--- src/rtl/assert_macros.svh ---
// Assertion macros used by the RGB to HSV converter core.
// No dependencies; the including module must provide i_clk and i_rst_n.
`ifndef ASSERT_MACROS_SVH
`define ASSERT_MACROS_SVH

// Check a property on every clock edge outside of reset.
`define ASSERT_CLK(label, prop, msg) \
    label: assert property (@(posedge i_clk) disable iff (!i_rst_n) (prop)) \
        else $error(msg);

// Check a property on every clock edge, reset included.
`define ASSERT_ALWAYS(label, prop, msg) \
    label: assert property (@(posedge i_clk) (prop)) else $error(msg);

`endif

--- src/rtl/rgbhsv_pkg.sv ---
// Shared types and constants for the RGB to HSV converter.
// No dependencies; used by every module under rtl.
`timescale 1ns / 1ps

package rgbhsv_pkg;

    localparam int unsigned CH_W      = 8;   // channel byte
    localparam int unsigned HUE_W     = 15;  // hue, 64ths of a degree
    localparam int unsigned SAT_W     = 13;  // saturation, 4096 = 1.0
    localparam int unsigned QUOT_W    = 13;  // quotient bits, one per divider cell
    localparam int unsigned SAT_SHIFT = 12;  // 4096 = 1 << 12
    localparam int unsigned DIVD_W    = CH_W + SAT_SHIFT; // dividend width

    localparam logic [HUE_W-1:0] SECTOR_SPAN = HUE_W'(60 * 64);
    localparam logic [HUE_W-1:0] BASE_RED    = HUE_W'(0);
    localparam logic [HUE_W-1:0] BASE_GREEN  = HUE_W'(2 * 60 * 64);
    localparam logic [HUE_W-1:0] BASE_BLUE   = HUE_W'(4 * 60 * 64);
    localparam logic [HUE_W-1:0] FULL_TURN   = HUE_W'(360 * 64);
    localparam logic [SAT_W-1:0] SAT_ONE     = SAT_W'(4096);

    // One long-division lane: running remainder, divisor, quotient so far.
    typedef struct packed {
        logic [DIVD_W-1:0] rem;
        logic [CH_W-1:0]   div;
        logic [QUOT_W-1:0] quo;
    } t_lane;

    // Side information that rides along the divider chain.
    typedef struct packed {
        logic             hue_en;  // delta is nonzero
        logic             sat_en;  // maximum is nonzero
        logic             neg;     // hue numerator is negative
        logic [HUE_W-1:0] base;    // sector offset added to the signed quotient
        logic [CH_W-1:0]  bright;  // largest channel
    } t_side;

    typedef struct packed {
        t_lane hue;
        t_lane sat;
        t_side side;
    } t_cell_data;

endpackage

--- src/rtl/rgbhsv_div_cell.sv ---
// One restoring-division cell: settles one quotient bit for both the hue and
// saturation lanes and registers the result. Depends on rgbhsv_pkg.
`timescale 1ns / 1ps

module rgbhsv_div_cell #(
    parameter int unsigned BIT = 0
) (
    input  logic                    i_clk,
    input  logic                    i_rst_n,
    input  logic                    i_valid,
    input  rgbhsv_pkg::t_cell_data  i_data,
    output logic                    o_valid,
    output rgbhsv_pkg::t_cell_data  o_data
);

    localparam int unsigned DW = rgbhsv_pkg::DIVD_W;
    localparam int unsigned CW = rgbhsv_pkg::CH_W;

    // Try to subtract divisor << BIT; keep the difference when it does not borrow.
    function automatic rgbhsv_pkg::t_lane step(input rgbhsv_pkg::t_lane lane);
        logic [DW:0]         trial;
        rgbhsv_pkg::t_lane   res;
        trial = {1'b0, lane.rem} - ({1'b0, {(DW - CW){1'b0}}, lane.div} << BIT);
        res     = lane;
        res.quo = {lane.quo[rgbhsv_pkg::QUOT_W-2:0], ~trial[DW]};
        if (!trial[DW]) begin
            res.rem = trial[DW-1:0];
        end
        return res;
    endfunction

    logic                   r_valid;
    rgbhsv_pkg::t_cell_data r_data;
    rgbhsv_pkg::t_cell_data n_data;

    always_comb begin
        n_data      = i_data;
        n_data.hue  = step(i_data.hue);
        n_data.sat  = step(i_data.sat);
    end

    always_ff @(posedge i_clk) begin
        if (!i_rst_n) begin
            r_valid <= 1'b0;
        end else begin
            r_valid <= i_valid;
        end
        r_data <= n_data;
    end

    assign o_valid = r_valid;
    assign o_data  = r_data;

endmodule

--- src/rtl/rgbhsv_front.sv ---
// Front stage: max, min, delta, hue sector and the scaled dividends.
// Depends on rgbhsv_pkg.
`timescale 1ns / 1ps

module rgbhsv_front (
    input  logic                              i_clk,
    input  logic                              i_rst_n,
    input  logic                              i_valid,
    input  logic [rgbhsv_pkg::CH_W-1:0]       i_red,
    input  logic [rgbhsv_pkg::CH_W-1:0]       i_green,
    input  logic [rgbhsv_pkg::CH_W-1:0]       i_blue,
    output logic                              o_valid,
    output rgbhsv_pkg::t_cell_data            o_data
);

    localparam int unsigned CW = rgbhsv_pkg::CH_W;
    localparam int unsigned DW = rgbhsv_pkg::DIVD_W;

    logic [CW-1:0]          w_max;
    logic [CW-1:0]          w_min;
    logic [CW-1:0]          w_delta;
    logic [CW:0]            w_num;   // signed hue numerator
    logic [CW-1:0]          w_abs;
    logic [DW-1:0]          w_hue_dvd;
    logic [rgbhsv_pkg::HUE_W-1:0] w_base;

    logic                   r_valid;
    rgbhsv_pkg::t_cell_data r_data;
    rgbhsv_pkg::t_cell_data n_data;

    always_comb begin
        w_max = i_red;
        if (i_green > w_max) w_max = i_green;
        if (i_blue > w_max)  w_max = i_blue;
        w_min = i_red;
        if (i_green < w_min) w_min = i_green;
        if (i_blue < w_min)  w_min = i_blue;
        w_delta = w_max - w_min;

        // Sector priority: red, then green, then blue.
        if (w_max == i_red) begin
            w_num  = {1'b0, i_green} - {1'b0, i_blue};
            w_base = w_num[CW] ? rgbhsv_pkg::FULL_TURN : rgbhsv_pkg::BASE_RED;
        end else if (w_max == i_green) begin
            w_num  = {1'b0, i_blue} - {1'b0, i_red};
            w_base = rgbhsv_pkg::BASE_GREEN;
        end else begin
            w_num  = {1'b0, i_red} - {1'b0, i_green};
            w_base = rgbhsv_pkg::BASE_BLUE;
        end
        w_abs     = w_num[CW] ? CW'(-w_num) : w_num[CW-1:0];
        w_hue_dvd = DW'(w_abs) * DW'(rgbhsv_pkg::SECTOR_SPAN);

        n_data.hue.rem     = w_hue_dvd;
        n_data.hue.div     = w_delta;
        n_data.hue.quo     = '0;
        n_data.sat.rem     = {w_delta, {rgbhsv_pkg::SAT_SHIFT{1'b0}}};
        n_data.sat.div     = w_max;
        n_data.sat.quo     = '0;
        n_data.side.hue_en = (w_delta != '0);
        n_data.side.sat_en = (w_max != '0);
        n_data.side.neg    = w_num[CW];
        n_data.side.base   = w_base;
        n_data.side.bright = w_max;
    end

    always_ff @(posedge i_clk) begin
        if (!i_rst_n) begin
            r_valid <= 1'b0;
        end else begin
            r_valid <= i_valid;
        end
        r_data <= n_data;
    end

    assign o_valid = r_valid;
    assign o_data  = r_data;

endmodule

--- src/rtl/rgbhsv_back.sv ---
// Back stage: fold the quotients into hue and saturation and register them.
// Depends on rgbhsv_pkg.
`timescale 1ns / 1ps

module rgbhsv_back (
    input  logic                              i_clk,
    input  logic                              i_rst_n,
    input  logic                              i_valid,
    input  rgbhsv_pkg::t_cell_data            i_data,
    output logic                              o_valid,
    output logic [rgbhsv_pkg::HUE_W-1:0]      o_hue,
    output logic [rgbhsv_pkg::SAT_W-1:0]      o_saturation,
    output logic [rgbhsv_pkg::CH_W-1:0]       o_brightness
);

    localparam int unsigned HW = rgbhsv_pkg::HUE_W;

    logic [HW-1:0]               w_mag;
    logic [HW-1:0]               n_hue;
    logic [rgbhsv_pkg::SAT_W-1:0] n_sat;

    logic                         r_valid;
    logic [HW-1:0]                r_hue;
    logic [rgbhsv_pkg::SAT_W-1:0] r_sat;
    logic [rgbhsv_pkg::CH_W-1:0]  r_bright;

    always_comb begin
        // Floor toward minus infinity: a negative quotient with a remainder
        // rounds one further down.
        w_mag = HW'(i_data.hue.quo);
        if (!i_data.side.hue_en) begin
            n_hue = '0;
        end else if (i_data.side.neg) begin
            n_hue = i_data.side.base - w_mag - HW'(i_data.hue.rem != '0);
        end else begin
            n_hue = i_data.side.base + w_mag;
        end
        n_sat = i_data.side.sat_en ? i_data.sat.quo : '0;
    end

    always_ff @(posedge i_clk) begin
        if (!i_rst_n) begin
            r_valid <= 1'b0;
        end else begin
            r_valid <= i_valid;
        end
        r_hue    <= n_hue;
        r_sat    <= n_sat;
        r_bright <= i_data.side.bright;
    end

    assign o_valid      = r_valid;
    assign o_hue        = r_hue;
    assign o_saturation = r_sat;
    assign o_brightness = r_bright;

endmodule

--- src/rtl/rgb_to_hsv_converter_core.sv ---
// RGB to HSV converter: a pixel passes from the start transfer to o_valid through the
// front stage, 13 divider cells and the output stage; throughput one pixel per cycle.
// The cell count is set by the 13-bit quotient, one quotient bit per cell.
// busy is always low and the receiver cannot stall; o_valid pulses for one cycle.
// Reset (synchronous, active low) flushes every valid bit; data regs are not reset.
`timescale 1ns / 1ps
`include "assert_macros.svh"

module rgb_to_hsv_converter_core (
    input  logic                              i_clk,
    input  logic                              i_rst_n,
    input  logic                              start,
    output logic                              busy,
    input  logic [rgbhsv_pkg::CH_W-1:0]       i_red,
    input  logic [rgbhsv_pkg::CH_W-1:0]       i_green,
    input  logic [rgbhsv_pkg::CH_W-1:0]       i_blue,
    output logic                              o_valid,
    output logic [rgbhsv_pkg::HUE_W-1:0]      o_hue,
    output logic [rgbhsv_pkg::SAT_W-1:0]      o_saturation,
    output logic [rgbhsv_pkg::CH_W-1:0]       o_brightness
);

    localparam int unsigned NCELL = rgbhsv_pkg::QUOT_W;

    // Valid and data between stages: index 0 leaves the front stage,
    // index NCELL leaves the last divider cell.
    logic                   w_valid [0:NCELL];
    rgbhsv_pkg::t_cell_data w_data  [0:NCELL];
    logic                   w_accept;

    // The pipeline never backs up, so take a pixel on every cycle.
    assign busy     = 1'b0;
    assign w_accept = start && !busy;

    // Compute max, min, delta, sector and the two dividends.
    rgbhsv_front u_front (
        .i_clk   (i_clk),
        .i_rst_n (i_rst_n),
        .i_valid (w_accept),
        .i_red   (i_red),
        .i_green (i_green),
        .i_blue  (i_blue),
        .o_valid (w_valid[0]),
        .o_data  (w_data[0])
    );

    // Chain of division cells, most significant quotient bit first. Each
    // cell hands its remainders and partial quotients to the next one.
    for (genvar k = 0; k < NCELL; k++) begin : g_cell
        rgbhsv_div_cell #(
            .BIT (NCELL - 1 - k)
        ) u_cell (
            .i_clk   (i_clk),
            .i_rst_n (i_rst_n),
            .i_valid (w_valid[k]),
            .i_data  (w_data[k]),
            .o_valid (w_valid[k+1]),
            .o_data  (w_data[k+1])
        );
    end

    // Apply sector offset, sign and floor; register the result.
    rgbhsv_back u_back (
        .i_clk        (i_clk),
        .i_rst_n      (i_rst_n),
        .i_valid      (w_valid[NCELL]),
        .i_data       (w_data[NCELL]),
        .o_valid      (o_valid),
        .o_hue        (o_hue),
        .o_saturation (o_saturation),
        .o_brightness (o_brightness)
    );

    // An accepted transfer must enter the chain on the next cycle.
    `ASSERT_CLK(a_accept_enters, w_accept |=> w_valid[0], "accepted pixel not launched")
    // Results stay in range.
    `ASSERT_CLK(a_hue_range, o_valid |-> (o_hue < rgbhsv_pkg::FULL_TURN), "hue out of range")
    `ASSERT_CLK(a_sat_range, o_valid |-> (o_saturation <= rgbhsv_pkg::SAT_ONE),
                "saturation out of range")
    // Zero saturation means a grey pixel, which must also have zero hue.
    `ASSERT_CLK(a_grey_hue, (o_valid && (o_saturation == '0)) |-> (o_hue == '0),
                "grey pixel with nonzero hue")
    // Nothing leaves the pipeline in the cycle after reset.
    `ASSERT_ALWAYS(a_reset_flush, !$past(i_rst_n) |-> !o_valid, "valid out of reset")

endmodule
--- config.mk ---
export PLATFORM = sky130hd
export DESIGN_NAME = rgb_to_hsv_converter_core
export DESIGN_NICKNAME = d
export VERILOG_FILES = /design/src/rtl/rgbhsv_pkg.sv /design/src/rtl/rgbhsv_div_cell.sv /design/src/rtl/rgbhsv_front.sv /design/src/rtl/rgbhsv_back.sv /design/src/rtl/rgb_to_hsv_converter_core.sv
export VERILOG_INCLUDE_DIRS = /design/src /design/src/rtl
export SDC_FILE = /design/constraint.sdc
export NUM_CORES = 2
export LEC_CHECK = 0
export BUFFER_PORTS_ARGS = -buffer_cell sky130_fd_sc_hd__buf_2
export CAP_MARGIN = 20
export CORE_MARGIN = 2
export CORE_UTILIZATION = 46
export DETAILED_ROUTE_END_ITERATION = 8
export GPL_TIMING_DRIVEN = 0
export MAX_ROUTING_LAYER = met4
export PLACE_DENSITY = 0.59
export SLEW_MARGIN = 20
export SYNTH_ARGS = -nofsm -noshare
export SYNTH_HDL_FRONTEND = slang
export SYNTH_HIERARCHICAL = 1
export SYNTH_SLANG_ARGS = --single-unit
--- constraint.sdc ---
create_clock -name i_clk -period 9.8 [get_ports i_clk]
set_input_delay 1.96 -clock i_clk [delete_from_list [all_inputs] [get_ports i_clk]]
set_output_delay 1.96 -clock i_clk [all_outputs]
set_load 0.01 [all_outputs]
==> metrics.txt <==
status=complete, no violations; Data arrival, critical path=9.87 ns; pre-CTS setup slack=-0.164 ns; Slew HR=0.312; Setup violations, final=0; drt total wl=79.2 mm; clk_lat worst skew=0.73 ns; vias in the first global route=28366; Util after Layout=0.527; Slew @ Worst Pin=1.02 ns; Max-cap violations=0; R2R cell count=15; CTS max path bufs=3; die area=106000 um2; CTS tree=done; area delta synth->final=14.0%; met3 track demand over resource=0.0311; H-tree depth=4; Layout Skew=0.0183 ns; final net count=4933; Slowest-stage cell, CP=fa_1; DRT iter0 DRCs=1167; clk slew on worst S/H paths=0.06 ns; GRT met1 Usage=0.173; PwrDens=415 nW/um2; IO Port Bufs=63; CP startpoint=i_green[7]; Hold Crit Start=g_cell[5].u_cell/o_data[25]$_DFF_P_; HPWL Detailed=59.1 mm; most used routing layer=met2; RePlAce Congestion=0.864; Worst setup EP type=flip-flop; std cell rows=118; Gate power share=0.420; largest net degree at the start of global routing=17; Final min period=9.22 ns; Worst EP required=10.45 ns; die width=326 um; Switching Power=0.00789 W; clock power share=0.225; Starting Density=0.462; first-pass GRT wire length=133 mm; P_leak=23.9 nW; number of synthesis warnings=6; total negative slack=0 ns; Post-CTS Setup Repair Bufs=0; Final WS setup=0.579 ns; filler instances=9160; DRC Markers=0; # resized after CTS=0; hold depth=0; Mapped Area=47600 um2; gr ovfl total=0; fmax=108 MHz; CTS Hold Bufs=0; WP buf/inv=6; Hold EP=g_cell[6].u_cell/o_data[25]$_DFF_P_; Syn Inst Count=4331; startpoint types=input port; Reg2Reg Setup Slack=5.36 ns; core footprint=103000 um2; mean post-synth cell area=11.0 um2; diode count=0; Hold Path Class=flip-flop to flip-flop; Internal=0.0146 W; Hold Fails Final Rpt=0; r2r endpoint=u_back/o_hue[10]$_SDFF_PN0_; Switching Share=0.350; Worst path max stage delay=0.51 ns; fin area=54300 um2; Placed Area=49800 um2; WL/cell=13.1 um; sequential fraction of design power=0.355; Num Clock Sinks=1299; most used cell, CP=ha_1; kind of critical path=input port to flip-flop; multi-input logic area=19600 um2; total track usage=0.155; post-DR vias/cell=4.78; ANT nets after route=0; Final Max Tran Viols=0; VDD IR max=0.217 mV; R2R Path Start=g_cell[12].u_cell/o_data[102]$_DFF_P_; clk root buf=clkbuf_16; CP top delay family=compound AO/OA/AOI/OAI gates; sequential cell area=26000 um2; unrepaired setup endpoints after global routing=false; First-pass DRT Iterations=5; vias=28859; DIE HEIGHT=326 um; Inserted Clock Buffers=132; IO Pins=65; initial antenna violation count=3; share of layout cells above drive strength 1=0.123; met2 Usage GRT=0.273; peak fanout along the critical path=10; fin crit share=0.941
[state kept, by name, summed over array words and instances (netlist names)]
register	cells
g_cell.u_cell/o_data	1212
u_front/o_data	36
u_back/o_hue	15
g_cell.u_cell/o_valid	13
u_back/o_saturation	13
u_back/o_brightness	8
u_back/o_valid	1
u_front/o_valid	1
[power by group through the flow]
stage	clock (W)	combinational [W]	sequential [W]
after floorplan	0	0.00776	0.00784
after global placement	0	0.00931	0.00809
after detailed placement	0	0.00946	0.00812
after CTS	0.00523	0.00954	0.00801
after global routing	0.00545	0.0108	0.00820
final	0.00506	0.00947	0.00799
[layout make-up]
type                    instances  area share
well taps                    1380      0.0318
plain buffers                  90      0.0114
multi-input cells            2575       0.362
clock buffers                 179      0.0682
repair buffers                 63     0.00581
inverters                     395      0.0275
clock inverters                57      0.0150
flip-flops and latches       1299       0.479
[cell usage in the layout, fill, tap and decap left out, types with 50 or more instances in the layout]
| cell type | n |
|---|---|
| buf_2 | 76 |
| a21o_1 | 74 |
| mux2_2 | 70 |
| buf_4 | 51 |
| xnor2_1 | 168 |
| dfxtp_1 | 1299 |
| o21a_1 | 50 |
| clkbuf_16 | 133 |
| o21ai_0 | 175 |
| inv_1 | 382 |
| nor3_1 | 86 |
| nand2b_1 | 75 |
| nor2b_1 | 59 |
| xor2_1 | 104 |
| nand2_1 | 199 |
| a21oi_1 | 210 |
| ha_1 | 309 |
| nor2_1 | 235 |
[stage by stage]
stage	hold WS [ns]	instances	power [W]
detailed placement	0.312	5802	0.0176
CTS	0.313	6038	0.0228
global route	0.313	6038	0.0244
floorplan	0.310	4359	0.0156
global placement	0.310	5802	0.0174
finish	0.309	6038	0.0225
[metal layers]
metal,up-vias,routed length (um)
met4,0,2330
met5,-,0
met2,393,39600
li1,15179,-
met3,178,2720
met1,13109,34600
[worst max path at each step]
stage | cells after the start | slack, ns | to
2_1_floorplan | 33 | 1.27 | u_front/o_data[107]$_DFF_P_
5_1_grt | 34 | 0.009 | u_front/o_data[107]$_DFF_P_
3_5_place_dp | 34 | -0.16 | u_front/o_data[107]$_DFF_P_
4_1_cts | 34 | 0.60 | u_front/o_data[107]$_DFF_P_
6_report | 34 | 0.58 | u_front/o_data[107]$_DFF_P_
3_3_place_gp | 34 | -0.15 | u_front/o_data[107]$_DFF_P_
(Power assumes the default switching activity.)
